<file path="config.mk">
export PLATFORM = sky130hd
export DESIGN_NAME = unsigned_to_radix_digits_unit
export DESIGN_NICKNAME = d
export VERILOG_FILES = /design/src/hdl/utr_pkg.sv /design/src/hdl/utr_ctrl.sv /design/src/hdl/utr_dpath.sv /design/src/hdl/unsigned_to_radix_digits_unit.sv
export SDC_FILE = /design/constraint.sdc
export NUM_CORES = 1
export LEC_CHECK = 0
export BUFFER_PORTS_ARGS = -buffer_cell sky130_fd_sc_hd__buf_2
export CELL_PAD_IN_SITES_DETAIL_PLACEMENT = 0
export CELL_PAD_IN_SITES_GLOBAL_PLACEMENT = 1
export CORE_MARGIN = 2
export CORE_UTILIZATION = 52
export DETAILED_ROUTE_END_ITERATION = 6
export PLACE_DENSITY_LB_ADDON = 0.1
export SLEW_MARGIN = 20
export SYNTH_ARGS = -nofsm -noshare
export SYNTH_HDL_FRONTEND = slang
export SYNTH_SLANG_ARGS = --single-unit
export TNS_END_PERCENT = 10
</file>
<file path="constraint.sdc">
create_clock -name i_clk -period 3.2 [get_ports i_clk]
set_input_delay 0.48 -clock i_clk [delete_from_list [all_inputs] [get_ports i_clk]]
set_output_delay 0.48 -clock i_clk [all_outputs]
set_load 0.03 [all_outputs]
</file>
<file path="src/hdl/utr_pkg.sv">
`timescale 1ns / 1ps
`default_nettype none
// ----------------------------------------------------------------------------
// utr_pkg
// shared constants, types and the digit-to-character map for the
// unsigned-to-radix-digits unit
// ----------------------------------------------------------------------------
package utr_pkg;

    localparam int unsigned VALUE_WIDTH_DEF = 64;
    localparam int unsigned MAX_DIGITS_DEF  = 64;

    localparam int unsigned IN_VALUE_W = 64;
    localparam int unsigned RADIX_W    = 6;
    localparam int unsigned CHAR_W     = 8;

    localparam logic [RADIX_W-1:0] RADIX_MIN     = 6'd2;
    localparam logic [RADIX_W-1:0] RADIX_MAX     = 6'd36;
    localparam logic [RADIX_W-1:0] DECIMAL_LIMIT = 6'd10;
    localparam logic [CHAR_W-1:0]  CHAR_ZERO     = 8'h30;
    localparam logic [CHAR_W-1:0]  CHAR_LOWER_A  = 8'h61;

    // controller to datapath
    typedef struct packed {
        logic load;
        logic div_step;
        logic store_digit;
        logic out_load;
        logic rd_dec;
    } t_cmd;

    // datapath to controller
    typedef struct packed {
        logic quot_zero;
        logic count_full;
        logic rd_first;
        logic out_free;
    } t_status;

    function automatic logic [CHAR_W-1:0] digit_to_char(input logic [RADIX_W-1:0] d);
        logic [CHAR_W-1:0] c;
        if (d < DECIMAL_LIMIT) begin
            c = CHAR_ZERO + {2'b00, d};
        end else begin
            c = CHAR_LOWER_A + {2'b00, d - DECIMAL_LIMIT};
        end
        return c;
    endfunction

endpackage
`default_nettype wire

</file>
<file path="src/hdl/utr_ctrl.sv">
`timescale 1ns / 1ps
`default_nettype none
// ----------------------------------------------------------------------------
// utr_ctrl
// sequencer: runs one bit-serial division per digit, stores digits, then
// reads them back most significant first into the output register
// ----------------------------------------------------------------------------
module utr_ctrl #(
    parameter int unsigned VALUE_WIDTH = utr_pkg::VALUE_WIDTH_DEF
) (
    input  wire              i_clk,
    input  wire              i_rst_n,
    input  wire              i_in_valid,
    output logic             o_in_stall,
    input  utr_pkg::t_status i_status,
    output utr_pkg::t_cmd    o_cmd
);
    import utr_pkg::*;

    localparam int unsigned BIT_W = $clog2(VALUE_WIDTH);

    localparam logic [2:0] ST_IDLE  = 3'd0;
    localparam logic [2:0] ST_DIV   = 3'd1;
    localparam logic [2:0] ST_STORE = 3'd2;
    localparam logic [2:0] ST_RD    = 3'd3;
    localparam logic [2:0] ST_LOAD  = 3'd4;

    logic [2:0]       r_state, n_state;
    logic [BIT_W-1:0] r_bit_cnt, n_bit_cnt;
    logic             bit_last;

    assign bit_last   = (r_bit_cnt == BIT_W'(VALUE_WIDTH - 1));
    assign o_in_stall = (r_state != ST_IDLE);

    always_comb begin
        n_state   = r_state;
        n_bit_cnt = r_bit_cnt;
        o_cmd     = '0;
        unique case (r_state)
            ST_IDLE: begin
                if (i_in_valid) begin
                    o_cmd.load = 1'b1;
                    n_bit_cnt  = '0;
                    n_state    = ST_DIV;
                end
            end
            ST_DIV: begin
                o_cmd.div_step = 1'b1;
                n_bit_cnt      = r_bit_cnt + 1'b1;
                if (bit_last) begin
                    n_state = ST_STORE;
                end
            end
            ST_STORE: begin
                o_cmd.store_digit = 1'b1;
                n_bit_cnt         = '0;
                if (i_status.quot_zero || i_status.count_full) begin
                    n_state = ST_RD;
                end else begin
                    n_state = ST_DIV;
                end
            end
            ST_RD: begin
                n_state = ST_LOAD;
            end
            ST_LOAD: begin
                if (i_status.out_free) begin
                    o_cmd.out_load = 1'b1;
                    if (i_status.rd_first) begin
                        n_state = ST_IDLE;
                    end else begin
                        o_cmd.rd_dec = 1'b1;
                        n_state      = ST_RD;
                    end
                end
            end
            default: begin
                n_state = ST_IDLE;
            end
        endcase
    end

    always_ff @(posedge i_clk) begin
        if (!i_rst_n) begin
            r_state   <= ST_IDLE;
            r_bit_cnt <= '0;
        end else begin
            r_state   <= n_state;
            r_bit_cnt <= n_bit_cnt;
        end
    end

    a_div_starts_at_zero : assert property (@(posedge i_clk) disable iff (!i_rst_n)
        (r_state != ST_DIV) ##1 (r_state == ST_DIV) |-> (r_bit_cnt == '0))
        else $error("division entered with nonzero bit count");

    a_store_after_full_div : assert property (@(posedge i_clk) disable iff (!i_rst_n)
        (r_state == ST_STORE) |-> $past(r_state == ST_DIV && bit_last))
        else $error("digit stored before division finished");

    a_no_accept_when_busy : assert property (@(posedge i_clk) disable iff (!i_rst_n)
        o_cmd.load |-> (r_state == ST_IDLE))
        else $error("item taken while busy");

endmodule
`default_nettype wire

</file>
<file path="src/hdl/utr_dpath.sv">
`timescale 1ns / 1ps
`default_nettype none
// ----------------------------------------------------------------------------
// utr_dpath
// restoring bit-serial divider by the radix, digit memory, read pointer and
// output register
// ----------------------------------------------------------------------------
module utr_dpath #(
    parameter int unsigned VALUE_WIDTH = utr_pkg::VALUE_WIDTH_DEF,
    parameter int unsigned MAX_DIGITS  = utr_pkg::MAX_DIGITS_DEF
) (
    input  wire                                i_clk,
    input  wire                                i_rst_n,
    input  wire  [utr_pkg::IN_VALUE_W-1:0]     i_value,
    input  wire  [utr_pkg::RADIX_W-1:0]        i_radix,
    input  utr_pkg::t_cmd                      i_cmd,
    output utr_pkg::t_status                   o_status,
    output logic                               o_out_valid,
    input  wire                                i_out_stall,
    output logic [utr_pkg::CHAR_W-1:0]         o_digit_char,
    output logic                               o_last_digit
);
    import utr_pkg::*;

    localparam int unsigned CNT_W = $clog2(MAX_DIGITS + 1);
    localparam int unsigned IDX_W = $clog2(MAX_DIGITS);

    logic [VALUE_WIDTH-1:0] r_quot;
    logic [RADIX_W-1:0]     r_rem;
    logic [RADIX_W-1:0]     r_radix;
    logic [CNT_W-1:0]       r_count;
    logic [IDX_W-1:0]       r_rd_idx;
    logic [RADIX_W-1:0]     r_rd_data;
    logic                   r_out_valid;
    logic [CHAR_W-1:0]      r_out_char;
    logic                   r_out_last;

    logic [RADIX_W-1:0]     digit_mem [MAX_DIGITS];

    logic [RADIX_W-1:0]     radix_clamped;
    logic [RADIX_W:0]       trial;
    logic                   trial_ge;
    logic                   out_free;

    always_comb begin
        if (i_radix < RADIX_MIN) begin
            radix_clamped = RADIX_MIN;
        end else if (i_radix > RADIX_MAX) begin
            radix_clamped = RADIX_MAX;
        end else begin
            radix_clamped = i_radix;
        end
    end

    // one restoring step: bring down the next dividend bit
    assign trial    = {r_rem, r_quot[VALUE_WIDTH-1]};
    assign trial_ge = (trial >= {1'b0, r_radix});
    assign out_free = !r_out_valid || !i_out_stall;

    assign o_status.quot_zero  = (r_quot == '0);
    assign o_status.count_full = (r_count == CNT_W'(MAX_DIGITS - 1));
    assign o_status.rd_first   = (r_rd_idx == '0);
    assign o_status.out_free   = out_free;

    always_ff @(posedge i_clk) begin
        if (!i_rst_n) begin
            r_count <= '0;
        end else if (i_cmd.load) begin
            r_count <= '0;
        end else if (i_cmd.store_digit) begin
            r_count <= r_count + 1'b1;
        end
    end

    always_ff @(posedge i_clk) begin
        if (i_cmd.load) begin
            r_quot  <= i_value[VALUE_WIDTH-1:0];
            r_radix <= radix_clamped;
            r_rem   <= '0;
        end else if (i_cmd.div_step) begin
            r_quot <= {r_quot[VALUE_WIDTH-2:0], trial_ge};
            if (trial_ge) begin
                r_rem <= RADIX_W'(trial - {1'b0, r_radix});
            end else begin
                r_rem <= trial[RADIX_W-1:0];
            end
        end else if (i_cmd.store_digit) begin
            r_rem <= '0;
        end
    end

    // read pointer starts at the most significant stored digit
    always_ff @(posedge i_clk) begin
        if (i_cmd.store_digit) begin
            r_rd_idx <= r_count[IDX_W-1:0];
        end else if (i_cmd.rd_dec) begin
            r_rd_idx <= r_rd_idx - 1'b1;
        end
    end

    always_ff @(posedge i_clk) begin
        if (i_cmd.store_digit) begin
            digit_mem[r_count[IDX_W-1:0]] <= r_rem;
        end
        r_rd_data <= digit_mem[r_rd_idx];
    end

    always_ff @(posedge i_clk) begin
        if (!i_rst_n) begin
            r_out_valid <= 1'b0;
        end else if (i_cmd.out_load) begin
            r_out_valid <= 1'b1;
        end else if (!i_out_stall) begin
            r_out_valid <= 1'b0;
        end
    end

    always_ff @(posedge i_clk) begin
        if (i_cmd.out_load) begin
            r_out_char <= digit_to_char(r_rd_data);
            r_out_last <= (r_rd_idx == '0);
        end
    end

    assign o_out_valid  = r_out_valid;
    assign o_digit_char = r_out_char;
    assign o_last_digit = r_out_last;

    a_out_load_free : assert property (@(posedge i_clk) disable iff (!i_rst_n)
        i_cmd.out_load |-> (!r_out_valid || !i_out_stall))
        else $error("output register overwritten while held");

    a_rem_below_radix : assert property (@(posedge i_clk) disable iff (!i_rst_n)
        i_cmd.div_step |-> (r_rem < r_radix))
        else $error("partial remainder not below radix");

    a_store_in_range : assert property (@(posedge i_clk) disable iff (!i_rst_n)
        i_cmd.store_digit |-> (r_count < CNT_W'(MAX_DIGITS)))
        else $error("digit store overflow");

endmodule
`default_nettype wire

</file>
<file path="src/hdl/unsigned_to_radix_digits_unit.sv">
`timescale 1ns / 1ps
`default_nettype none
// ----------------------------------------------------------------------------
// unsigned_to_radix_digits_unit
// unsigned integer to ascii text in a radix from 2 to 36
// ----------------------------------------------------------------------------
// Takes one item (value, radix) and returns its digits as ascii characters,
// most significant first, one output item per digit, with o_last_digit set
// on the least significant digit. Digits 0-9 map to '0'-'9' and 10-35 to
// 'a'-'z'; zero gives the single character '0'. A radix below 2 is used as
// 2, above 36 as 36. Only the low VALUE_WIDTH bits of the value count, and
// at most MAX_DIGITS (least significant) digits are produced. One item is
// worked at a time: each digit is found by the bit-serial restoring
// divider (one quotient bit per cycle plus a store step), and the digits
// are then read back from the digit memory into the output register, each
// through a read step and a load step that waits while the output
// register is held. The input is taken again as soon as the last digit
// sits in the output register.
// ----------------------------------------------------------------------------
module unsigned_to_radix_digits_unit #(
    parameter int unsigned VALUE_WIDTH = utr_pkg::VALUE_WIDTH_DEF,
    parameter int unsigned MAX_DIGITS  = utr_pkg::MAX_DIGITS_DEF
) (
    input  wire                            i_clk,
    input  wire                            i_rst_n,
    // input item channel
    input  wire                            i_in_valid,
    output logic                           o_in_stall,
    input  wire  [utr_pkg::IN_VALUE_W-1:0] i_value,
    input  wire  [utr_pkg::RADIX_W-1:0]    i_radix,
    // digit item channel
    output logic                           o_out_valid,
    input  wire                            i_out_stall,
    output logic [utr_pkg::CHAR_W-1:0]     o_digit_char,
    output logic                           o_last_digit
);
    import utr_pkg::*;

    t_cmd    cmd;
    t_status status;

    // sequencer: idle, divide, store, read, load
    utr_ctrl #(
        .VALUE_WIDTH (VALUE_WIDTH)
    ) u_ctrl (
        .i_clk      (i_clk),
        .i_rst_n    (i_rst_n),
        .i_in_valid (i_in_valid),
        .o_in_stall (o_in_stall),
        .i_status   (status),
        .o_cmd      (cmd)
    );

    // divider, digit memory and output register
    utr_dpath #(
        .VALUE_WIDTH (VALUE_WIDTH),
        .MAX_DIGITS  (MAX_DIGITS)
    ) u_dpath (
        .i_clk        (i_clk),
        .i_rst_n      (i_rst_n),
        .i_value      (i_value),
        .i_radix      (i_radix),
        .i_cmd        (cmd),
        .o_status     (status),
        .o_out_valid  (o_out_valid),
        .i_out_stall  (i_out_stall),
        .o_digit_char (o_digit_char),
        .o_last_digit (o_last_digit)
    );

endmodule
`default_nettype wire

</file>
Word level (Yosys, flattened, before mapping)
Memory sizes are Yosys's and may differ from the RTL's. A register that Yosys moved wholly into a read port is not among the register bits.
Index checks and enable logic that the tools add are counted.
{ "classes": {"eq_ne": 10, "reduce_logical": 16, "muxes": 28, "addsub": 7, "bitwise_logic": 1, "n_lt_le_gt_ge": 4} }
{ "op_table": {"columns": ["operator", "count"], "rows": [
  ["$mux 64", 2],
  ["$logic_not 64->1", 1],
  ["$mux 6", 7],
  ["$pmux 6 s3", 1],
  ["$pmux 3 s5", 1],
  ["$mux 1", 9],
  ["$mux 3", 3],
  ["$add 7x6->8 const A", 1],
  ["$mux 2", 4],
  ["$mux 8", 1],
  ["$add 6x6->7 const A", 1],
  ["$add 7x1->7 const B", 1],
  ["$eq 7x6->1 const B", 1],
  ["$ge 7x6->1", 1],
  ["$add 6x1->6 const B", 1],
  ["$eq 3x2->1 const B", 2],
  ["$eq 6x6->1 const B", 1],
  ["$gt 6x6->1 const B", 1],
  ["$logic_not 6->1", 1],
  ["$lt 6x2->1 const B", 1],
  ["$lt 6x4->1 const B", 1],
  ["$ne 2x1->1 const B", 3],
  ["$reduce_bool 2->1", 3],
  ["$reduce_bool 3->1", 2],
  ["other kinds (13)", 16]
]} }
{ "totals": {"mem_bits_rw": 384, "memories": 1, "out_inout_bits": 11, "elab_cells": 78, "reg_bits": 108, "in_bits": 74} }
{ "mem_list": {"columns": ["memory", "words", "width", "rd", "rd_clocked_by_memory_dff", "write_ports", "line_no", "source"], "rows": [
  ["u_dpath.digit_mem", 64, 6, 1, 1, 1, "utr_dpath.sv:38", "logic [RADIX_W-1:0] digit_mem [MAX_DIGITS];"]
]} }

Depth between registers and ports, before layout
Gate-level depths: netlist (run 1).
{ "logic_depth": {"ltp_word": 6, "mapped_depth": 10, "ltp_nobuf": 9} }

By module
Synthesis (run 1) repeated with hierarchy kept, for this count alone.
{ "unflattened": {"cells_unflattened": 1134, "hier_area_um2": 20358.3} }
{ "by_module_without_submodules": {"columns": ["mod", "seq_area_each_um2", "cells_each", "area_per_inst_um2", "n_inst"], "rows": [
  ["utr_dpath", 14483.9, 1068, 19820.3, 1],
  ["utr_ctrl", 180.2, 66, 538.0, 1]
]} }

Worst setup path after synthesis (run 1)
OpenSTA, ideal clock, no wires.
{ "synth_timing": {"kind": "register to register", "from": "reg u_ctrl.r_state[2]", "to": "reg u_dpath.r_quot[0], enable pin", "stages_incl_launch_ff": 6, "t_arrival_ns": 2.192, "setup_time_ns": 0.692, "slack_ns": 0.316, "required_ns": 2.508, "synth_period_minus_slack_ns": 2.884, "n_path_buf": 2, "cell_sequence": "dfxtp_1 clkbuf_1 nor3_1 nand2_1 clkbuf_1 nand2_1"} }
{ "synth_between": {"elab_chain_cells": 3, "elab_cells_between_ends": 5, "classes_between": "eq/ne: 1; mux: 2; reduce/logical: 2"} }
{ "synth_lines": {"columns": ["item", "line_no", "source"], "rows": [
  ["start, declared", "utr_ctrl.sv:28", "logic [2:0] r_state, n_state;"],
  ["start signal, assigned", "utr_ctrl.sv:88", "r_state <= n_state;"],
  ["$eq 3x1->1 / $logic_not 3->1 (equally long branches)", "utr_ctrl.sv:39", "unique case (r_state)"],
  ["$mux 1", "utr_ctrl.sv:39", null],
  ["$reduce_bool 2->1 (no source line) *", null, null],
  ["end signal, assigned", "utr_dpath.sv:77", "r_quot <= i_value[VALUE_WIDTH-1:0];"],
  ["end signal, assigned", "utr_dpath.sv:81", "r_quot <= {r_quot[VALUE_WIDTH-2:0], trial_ge};"],
  ["end, declared", "utr_dpath.sv:28", "logic [VALUE_WIDTH-1:0] r_quot;"]
]} }
Every way passes the cells marked *; elsewhere a longest branch is shown, timed or not.
A chain may end at the register's enable or synchronous reset.

==> metrics.log, run 1 <==
[metrics] TNS Setup: 0 ps
[metrics] complex-gate fraction of the synthesized area: 3.85%
[metrics] dominant combinational cell family by area after synthesis: multiplexers
[metrics] clock root buffer master: sky130_fd_sc_hd__clkbuf_16
[metrics] simple-gate share of the synthesized area: 9.00%
[metrics] share of flip-flops with an asynchronous set or reset: 0%
[metrics] clock input transition at the sequential cells of the worst setup and hold paths: 60 ps
[metrics] Worst EP required: 3650 ps
[metrics] cell types occupying the most area after synthesis: sky130_fd_sc_hd__edfxtp_1 69%, sky130_fd_sc_hd__mux4_2 8.7%, sky130_fd_sc_hd__nand2_1 4.6%, sky130_fd_sc_hd__dfxtp_1 2.8%, sky130_fd_sc_hd__mux2i_1 1.9%
[metrics] number of buffers added by the clock tree synthesis step: 50
[metrics] number of vias in the routed layout: 11,401
[metrics] Clock Sink Count: 498
[metrics] Reg2Reg Depth: 7
[metrics] Seq pwr share: 51.4%
[metrics] commonest register cell after synthesis: sky130_fd_sc_hd__edfxtp_1
[metrics] share of Yosys cell area claimed by the top area cell type: 68.8%
[metrics] maximum ir drop on the vdd rail: 0.514 mV
[metrics] setup repair after global routing missed its margin: false
[metrics] yosys synthesis warning count: 0
[metrics] share of post-route cells with drive strength above 1: 20.8%
[metrics] min Tclk post-route: 2730 ps
[metrics] number of enable flip-flop cells after synthesis: 469
[metrics] antenna violations before repair: 0
[metrics] post-synthesis sequential area ratio: 71.7%
[metrics] CTS tree: built
[metrics] row cnt: 72
[metrics] number of instances on the worst hold path: 1
[metrics] per-cell routed wire length: 23.7 um
[metrics] Critical Path Most Common Cell: sky130_fd_sc_hd__buf_12
[metrics] max cap viols: 0
[metrics] # diodes: 0
[metrics] Critical Path Slowest Stage Cell: sky130_fd_sc_hd__mux4_2
[metrics] Final #Nets: 1,501
[metrics] switching portion of total power: 25.0%
[metrics] relative contribution of combinational cells to total power: 12.0%
[metrics] count of placed standard cells in the final layout, fillers left out: 1,971
[metrics] 1st-pass router iterations: 5
[metrics] post-route core utilization: 60.0%
[metrics] # hold bufs at CTS: 0
[metrics] number of hold violations in the final report: 0
[metrics] number of distinct library cells after synthesis: 62
[metrics] core region area: 38,700 um^2
[metrics] H-tree depth: 2
[metrics] Die Outline Area: 40,900 um^2
[metrics] number of port buffers: 84
[metrics] Placement Setup Slack: 614 ps
[metrics] global placer's final weighted congestion: 0.821
[metrics] ratio of final minimum period to clock period: 85.3%
[metrics] CP max stage delay: 560 ps
[metrics] Least-Margin Pin Slew: 953 ps
[metrics] cell type contributing the most total cell area after synthesis: sky130_fd_sc_hd__edfxtp_1
[metrics] Pwr per Cell Area: 691 nW/um^2
[metrics] Max-Slew Margin vs Limit: 36.0%
[metrics] Initial Utilization: 52.8%
[metrics] Final WS setup: 471 ps
[metrics] area share of xor/xnor cells in the synthesized design: 1.07%
[metrics] post-DR vias/cell: 5.78
[metrics] final setup violation count: 0
[metrics] outcome: finished clean
[metrics] largest net degree at the start of global routing: 67
[metrics] DIE WIDTH: 202 um
[metrics] worst setup path class: register to register
[metrics] Post-Synthesis Cells: 1,300
[metrics] worst min-delay path category: input pin to register
[metrics] drt first-iter violations: 968
[metrics] Post-Synthesis Net Count: 1,390
[metrics] Post-CTS Setup Bufs: 0
[metrics] Final Routed Wirelength: 46,800 um
[metrics] maximum clock skew at final layout: 17.1 ps
[metrics] cells along the critical path: buf_12, buf_12, mux4_2, a221oi_1, o22ai_1, o21ai_0, o21ai_1
[metrics] wire length of the first global-routing pass: 71,600 um
[metrics] DRC violation count after routing: 0
[metrics] most repeated cell in the gate-level netlist after synthesis: sky130_fd_sc_hd__edfxtp_1
[metrics] global router's overall resource usage: 23.6%
[metrics] LEAKAGE: 0.00816 uW
[metrics] internal power of the cells: 12,100 uW
[metrics] post-DP HPWL: 30,200 um
[metrics] cell area after synthesis: 20,500 um^2
[metrics] Vert. Die Dim: 202 um
[metrics] maximum clock path buffer count: 3
[metrics] vias in the first global route: 11,597
[metrics] final total power: 16,100 uW
[metrics] Fillers: 3,030
[metrics] final max-slew violation count: 0
[metrics] Critical Path Start Type: register
[metrics] Net Sw Power: 4010 uW
[metrics] arrival time of data at the critical path endpoint: 3180 ps
[metrics] top post-synthesis cells by count: 469 x sky130_fd_sc_hd__edfxtp_1, 249 x sky130_fd_sc_hd__nand2_1, 90 x sky130_fd_sc_hd__nor2_1, 79 x sky130_fd_sc_hd__mux4_2, 38 x sky130_fd_sc_hd__mux2i_1
[metrics] clock latency of the later-clocked register in the worst-skew pair: 590 ps
[metrics] Fmax achieved: 366 MHz
[metrics] residual overflow from global routing: 0
[metrics] mean post-synth cell area: 15.7 um^2
[metrics] area share of fa/ha/maj cells after synthesis: 1.06%
[metrics] flip-flop and latch count after synthesis: 498
[metrics] number of gates resized after CTS: 0
[metrics] Clock power frac: 36.6%
[metrics] Area growth, synth to finish: 13.6%
[metrics] share of synthesized area spent on multiplexers: 11.2%
[metrics] antenna violation net count after detailed routing: 0
[metrics] placed instance count: 1,877
[metrics] number of top-level pins: 85
[metrics] maximum fanout along the worst path: 25
[metrics] sort of element at the end of the critical path: register
-- kinds of logic after synthesis --
group                    count (synthesis)
AND/OR/NAND/NOR                        430
XOR/XNOR                                25
AO/OA/AOI/OAI                          118
buffers and inverters                   88
multiplexers                           124
flip-flops                             498
adder cells (fa/ha/maj)                 17
-- worst paths after layout --
| kind | from | end | slack, ps |
|---|---|---|---|
| max reg2reg | u_dpath.r_rd_idx[0]$_DFFE_PP_ | u_dpath.r_rd_data[1]$_DFF_P_ | 470 |
| min | i_radix[5] | u_dpath.r_radix[5]$_SDFFCE_PP0P_ | 140 |
| max | u_dpath.r_rd_idx[0]$_DFFE_PP_ | u_dpath.r_rd_data[1]$_DFF_P_ | 470 |
| min reg2reg | u_ctrl.r_bit_cnt[1]$_SDFFE_PN0P_ | u_ctrl.r_bit_cnt[1]$_SDFFE_PN0P_ | 480 |
-- per-stage QoR --
stage	hold WS [ps]	cell area [um^2]
floorplan	454	20500
global placement	465	21600
detailed placement	469	21600
CTS	117	23200
global route	121	23200
finish	141	23200
-- power groups by stage --
stage	Sequential [uW]	Clock, uW	Combinational, uW
after CTS	8260	5970	1980
after floorplan	8610	0	936
after global routing	8290	6270	2160
after detailed placement	8390	0	1980
final	8250	5880	1930
after global placement	8390	0	1950
-- cells in the final DEF (no fill, tap or decap), types with 7 or more instances in the layout --
| cell | count |
|---|---|
| sky130_fd_sc_hd__a211oi_1 | 11 |
| sky130_fd_sc_hd__a21oi_1 | 19 |
| sky130_fd_sc_hd__a22oi_1 | 12 |
| sky130_fd_sc_hd__buf_12 | 7 |
| sky130_fd_sc_hd__buf_2 | 84 |
| sky130_fd_sc_hd__buf_4 | 34 |
| sky130_fd_sc_hd__clkbuf_1 | 9 |
| sky130_fd_sc_hd__clkbuf_16 | 50 |
| sky130_fd_sc_hd__clkinv_1 | 8 |
| sky130_fd_sc_hd__clkinv_2 | 11 |
| sky130_fd_sc_hd__dfxtp_1 | 23 |
| sky130_fd_sc_hd__edfxtp_1 | 469 |
| sky130_fd_sc_hd__ha_1 | 15 |
| sky130_fd_sc_hd__inv_1 | 20 |
| sky130_fd_sc_hd__mux2i_1 | 38 |
| sky130_fd_sc_hd__mux4_2 | 79 |
| sky130_fd_sc_hd__nand2_1 | 247 |
| sky130_fd_sc_hd__nand3_1 | 11 |
| sky130_fd_sc_hd__nand4_1 | 10 |
| sky130_fd_sc_hd__nor2_1 | 90 |
| sky130_fd_sc_hd__nor2b_1 | 9 |
| sky130_fd_sc_hd__nor3_1 | 12 |
| sky130_fd_sc_hd__nor4_1 | 18 |
| sky130_fd_sc_hd__o21ai_0 | 29 |
| sky130_fd_sc_hd__o22ai_1 | 17 |
| sky130_fd_sc_hd__xnor2_1 | 18 |
| sky130_fd_sc_hd__xor2_1 | 7 |
-- critical path, delay by kind of cell (launching register included) --
kind	cells	cell delay, ps
flip-flops	1	410
AO/OA/AOI/OAI	4	1090
multiplexers	1	560
buffers and inverters	2	490
-- flip-flops by register name, summed over array words and instances, names as in the netlist, 6 cells and up --
name	cells
u_dpath.r_rem	6
u_dpath.r_quot	64
u_ctrl.r_bit_cnt	6
u_dpath.digit_mem	384
u_dpath.r_count	7
u_dpath.o_digit_char	8
u_dpath.r_radix	6
u_dpath.r_rd_idx	6
u_dpath.r_rd_data	6
-- routing by layer --
layer / routed length (um) / vias to the layer above / global-route usage [%]
met1: 20200 / 5732 / 34.2
met5: 0 / - / 0
met4: 1100 / 0 / 6.41
met3: 3160 / 80 / 4.61
met2: 22400 / 394 / 37.1
li1: - / 5195 / -
-- cell type report --
cell class / instances / area (um^2) / share of cell area, %
timing repair buffer: 125 / 816 / 3.51
inverter: 22 / 82.6 / 0.355
clock inverter: 29 / 288 / 1.24
tap: 518 / 648 / 2.79
clock buffer: 65 / 1370 / 5.88
sequential: 498 / 14700 / 63.1
multi-input combinational: 714 / 5370 / 23.1
(Power assumes the default switching activity.)
==> run 2: changes to the inputs <==
Settings changed: ABC_AREA from default to 0, MAX_ROUTING_LAYER from default to met4.
==> metrics.log, run 2 (same netlist as run 1, synthesis figures left out) <==
[metrics] outcome: finished clean (unchanged)
[metrics] Least-Margin Pin Slew: 987 ps (was 953 ps)
[metrics] share of post-route cells with drive strength above 1: 20.8% (unchanged)
[metrics] row cnt: 72 (unchanged)
[metrics] # hold bufs at CTS: 0 (unchanged)
[metrics] worst setup path class: register to register (unchanged)
[metrics] most frequent standard cell in the layout excluding fill and tap cells: sky130_fd_sc_hd__edfxtp_1 (unchanged)
[metrics] Pwr per Cell Area: 692 nW/um^2 (was 691 nW/um^2)
[metrics] number of instances on the worst hold path: 1 (unchanged)
[metrics] hold-critical path endpoint: u_dpath.r_radix[5]$_SDFFCE_PP0P_ (unchanged)
[metrics] maximum clock path buffer count: 3 (unchanged)
[metrics] LEAKAGE: 0.00816 uW (unchanged)
[metrics] number of port buffers: 84 (unchanged)
[metrics] DRC violation count after routing: 0 (unchanged)
[metrics] most frequent cells in the layout: 469 x sky130_fd_sc_hd__edfxtp_1, 247 x sky130_fd_sc_hd__nand2_1, 90 x sky130_fd_sc_hd__nor2_1, 84 x sky130_fd_sc_hd__buf_2, 79 x sky130_fd_sc_hd__mux4_2 (unchanged)
[metrics] Critical Path Slowest Stage Cell: sky130_fd_sc_hd__mux4_2 (unchanged)
[metrics] drt first-iter violations: 1,063 (was 968)
[metrics] clock input transition at the sequential cells of the worst setup and hold paths: 60 ps (about the same)
[metrics] antenna violations before repair: 0 (unchanged)
[metrics] largest net degree at the start of global routing: 67 (unchanged)
[metrics] final setup violation count: 0 (unchanged)
[metrics] startpoint of the lowest-slack hold path: i_radix[5] (unchanged)
[metrics] number of top-level pins: 85 (unchanged)
[metrics] Die Outline Area: 40,900 um^2 (unchanged)
[metrics] worst min-delay path category: input pin to register (unchanged)
[metrics] number of vias in the routed layout: 11,441 (was 11,401)
[metrics] core region area: 38,700 um^2 (unchanged)
[metrics] cells along the critical path: buf_12, buf_12, mux4_2, a221oi_1, o22ai_1, o21ai_0, o21ai_1 (unchanged)
[metrics] Reg2Reg Depth: 7 (unchanged)
[metrics] maximum clock skew at final layout: 17.8 ps (was 17.1 ps)
[metrics] clock latency of the later-clocked register in the worst-skew pair: 590 ps (about the same)
[metrics] sort of element at the end of the critical path: register (unchanged)
[metrics] Critical Path Start Type: register (unchanged)
[metrics] vias in the first global route: 11,586 (was 11,597)
[metrics] H-tree depth: 2 (unchanged)
[metrics] R2R setup slack: 520 ps (was 470 ps)
[metrics] antenna violation net count after detailed routing: 0 (unchanged)
[metrics] max cap viols: 0 (unchanged)
[metrics] maximum fanout along the worst path: 25 (unchanged)
[metrics] startpoint of the most critical register-to-register path: u_dpath.r_rd_idx[0]$_DFFE_PP_ (unchanged)
[metrics] global placer's final weighted congestion: 0.833 (was 0.821)
[metrics] Initial Utilization: 52.8% (unchanged)
[metrics] DIE WIDTH: 202 um (unchanged)
[metrics] arrival time of data at the critical path endpoint: 3130 ps (was 3180 ps)
[metrics] post-route core utilization: 60.0% (unchanged)
[metrics] Final #Nets: 1,501 (unchanged)
[metrics] flip-flop and latch area: 14,700 um^2 (unchanged)
[metrics] Clock Sink Count: 498 (unchanged)
[metrics] Final Routed Wirelength: 46,900 um (was 46,800 um)
[metrics] number of buffers added by the clock tree synthesis step: 50 (unchanged)
[metrics] per-cell routed wire length: 23.8 um (was 23.7 um)
[metrics] destination of the worst register-to-register timing path: u_dpath.r_rd_data[1]$_DFF_P_ (unchanged)
[metrics] min Tclk post-route: 2680 ps (was 2730 ps)
[metrics] worst hold slack across all endpoints: 141 ps (about the same)
[metrics] Fillers: 3,030 (unchanged)
[metrics] ratio of final minimum period to clock period: 83.6% (was 85.3%)
[metrics] number of flip-flops under the largest register name: 384 (unchanged)
[metrics] count of placed standard cells in the final layout, fillers left out: 1,971 (unchanged)
[metrics] number of hold violations in the final report: 0 (unchanged)
[metrics] CP max stage delay: 570 ps (was 560 ps)
[metrics] TNS Setup: 0 ps (unchanged)
[metrics] Critical Path Most Common Cell: sky130_fd_sc_hd__buf_12 (unchanged)
[metrics] Post-CTS Setup Bufs: 0 (unchanged)
[metrics] area used by multi-input combinational logic: 5370 um^2 (unchanged)
[metrics] post-DR vias/cell: 5.80 (was 5.78)
[metrics] Max-Slew Margin vs Limit: 33.7% (was 36.0%)
[metrics] setup repair after global routing missed its margin: false (unchanged)
[metrics] placed instance count: 1,877 (unchanged)
[metrics] wire length of the first global-routing pass: 71,600 um (about the same)
[metrics] post-DP HPWL: 30,200 um (unchanged)
[metrics] number of gates resized after CTS: 0 (unchanged)
[metrics] residual overflow from global routing: 0 (unchanged)
[metrics] Vert. Die Dim: 202 um (unchanged)
[metrics] global router's overall resource usage: 24.4% (was 23.6%)
[metrics] final max-slew violation count: 0 (unchanged)
[metrics] CTS tree: built (unchanged)
[metrics] clock root buffer master: sky130_fd_sc_hd__clkbuf_16 (unchanged)
[metrics] 1st-pass router iterations: 5 (unchanged)
[metrics] maximum ir drop on the vdd rail: 0.515 mV (was 0.514 mV)
[metrics] Area growth, synth to finish: 13.6% (unchanged)
[metrics] # diodes: 0 (unchanged)
[metrics] Fmax achieved: 374 MHz (was 366 MHz)
[metrics] Worst EP required: 3650 ps (about the same)
==> run 2: cell type report <==
type	instances	area share (%)
Clock inverter	29	1.24
Timing Repair Buffer	125	3.51
Sequential cell	498	63.1
Inverter	22	0.355
Tap cell	518	2.79
Clock buffer	65	5.88
Multi-Input combinational cell	714	23.1
==> run 2: worst max-delay path by stage <==
| stage | start | to | depth (start not counted) |
|---|---|---|---|
| 6_report | u_dpath.r_rd_idx[0]$_DFFE_PP_ | u_dpath.r_rd_data[1]$_DFF_P_ | 7 |
| 5_1_grt | u_dpath.r_rd_idx[0]$_DFFE_PP_ | u_dpath.r_rd_data[1]$_DFF_P_ | 7 |
| 4_1_cts | u_dpath.r_rd_idx[0]$_DFFE_PP_ | u_dpath.r_rd_data[1]$_DFF_P_ | 7 |
| 3_5_place_dp | u_dpath.r_rd_idx[0]$_DFFE_PP_ | u_dpath.r_rd_data[1]$_DFF_P_ | 7 |
| 3_3_place_gp | u_dpath.r_rd_idx[0]$_DFFE_PP_ | u_dpath.r_rd_data[1]$_DFF_P_ | 7 |
| 2_1_floorplan | u_ctrl.r_state[2]$_SDFFE_PN0P_ | u_dpath.r_quot[0]$_DFFE_PP_ | 5 |
==> run 2: power by group <==
part	leakage, uW	switching (uW)	internal (uW)	total (uW)
registers	0.00460	178	8080	8260
logic	0.00275	1390	551	1940
clock network	0.000811	2460	3420	5890
total	0.00816	4030	12100	16100
==> run 2: routing by layer <==
layer	vias up	share of wire [%]	track usage (%)
met1	5776	44	34.2
met4	0	2.5	6.41
met3	88	6.4	4.47
met5	-	0	-
met2	383	47	37.2
li1	5194	-	-
==> run 2: critical path: cells and delay by family, from the launching register on <==
kind	cells	cell delay, ps
compound gates	4	1020
buf+inv	2	500
flops	1	400
mux	1	570
==> run 2: per-stage QoR <==
step	total power, uW	cell area [um^2]	worst slack (ps)
2_1_floorplan	9550	20500	316
3_3_place_gp	10300	21600	661
3_5_place_dp	10400	21600	614
4_1_cts	16200	23200	600
5_1_grt	16700	23200	471
6_report	16100	23200	525
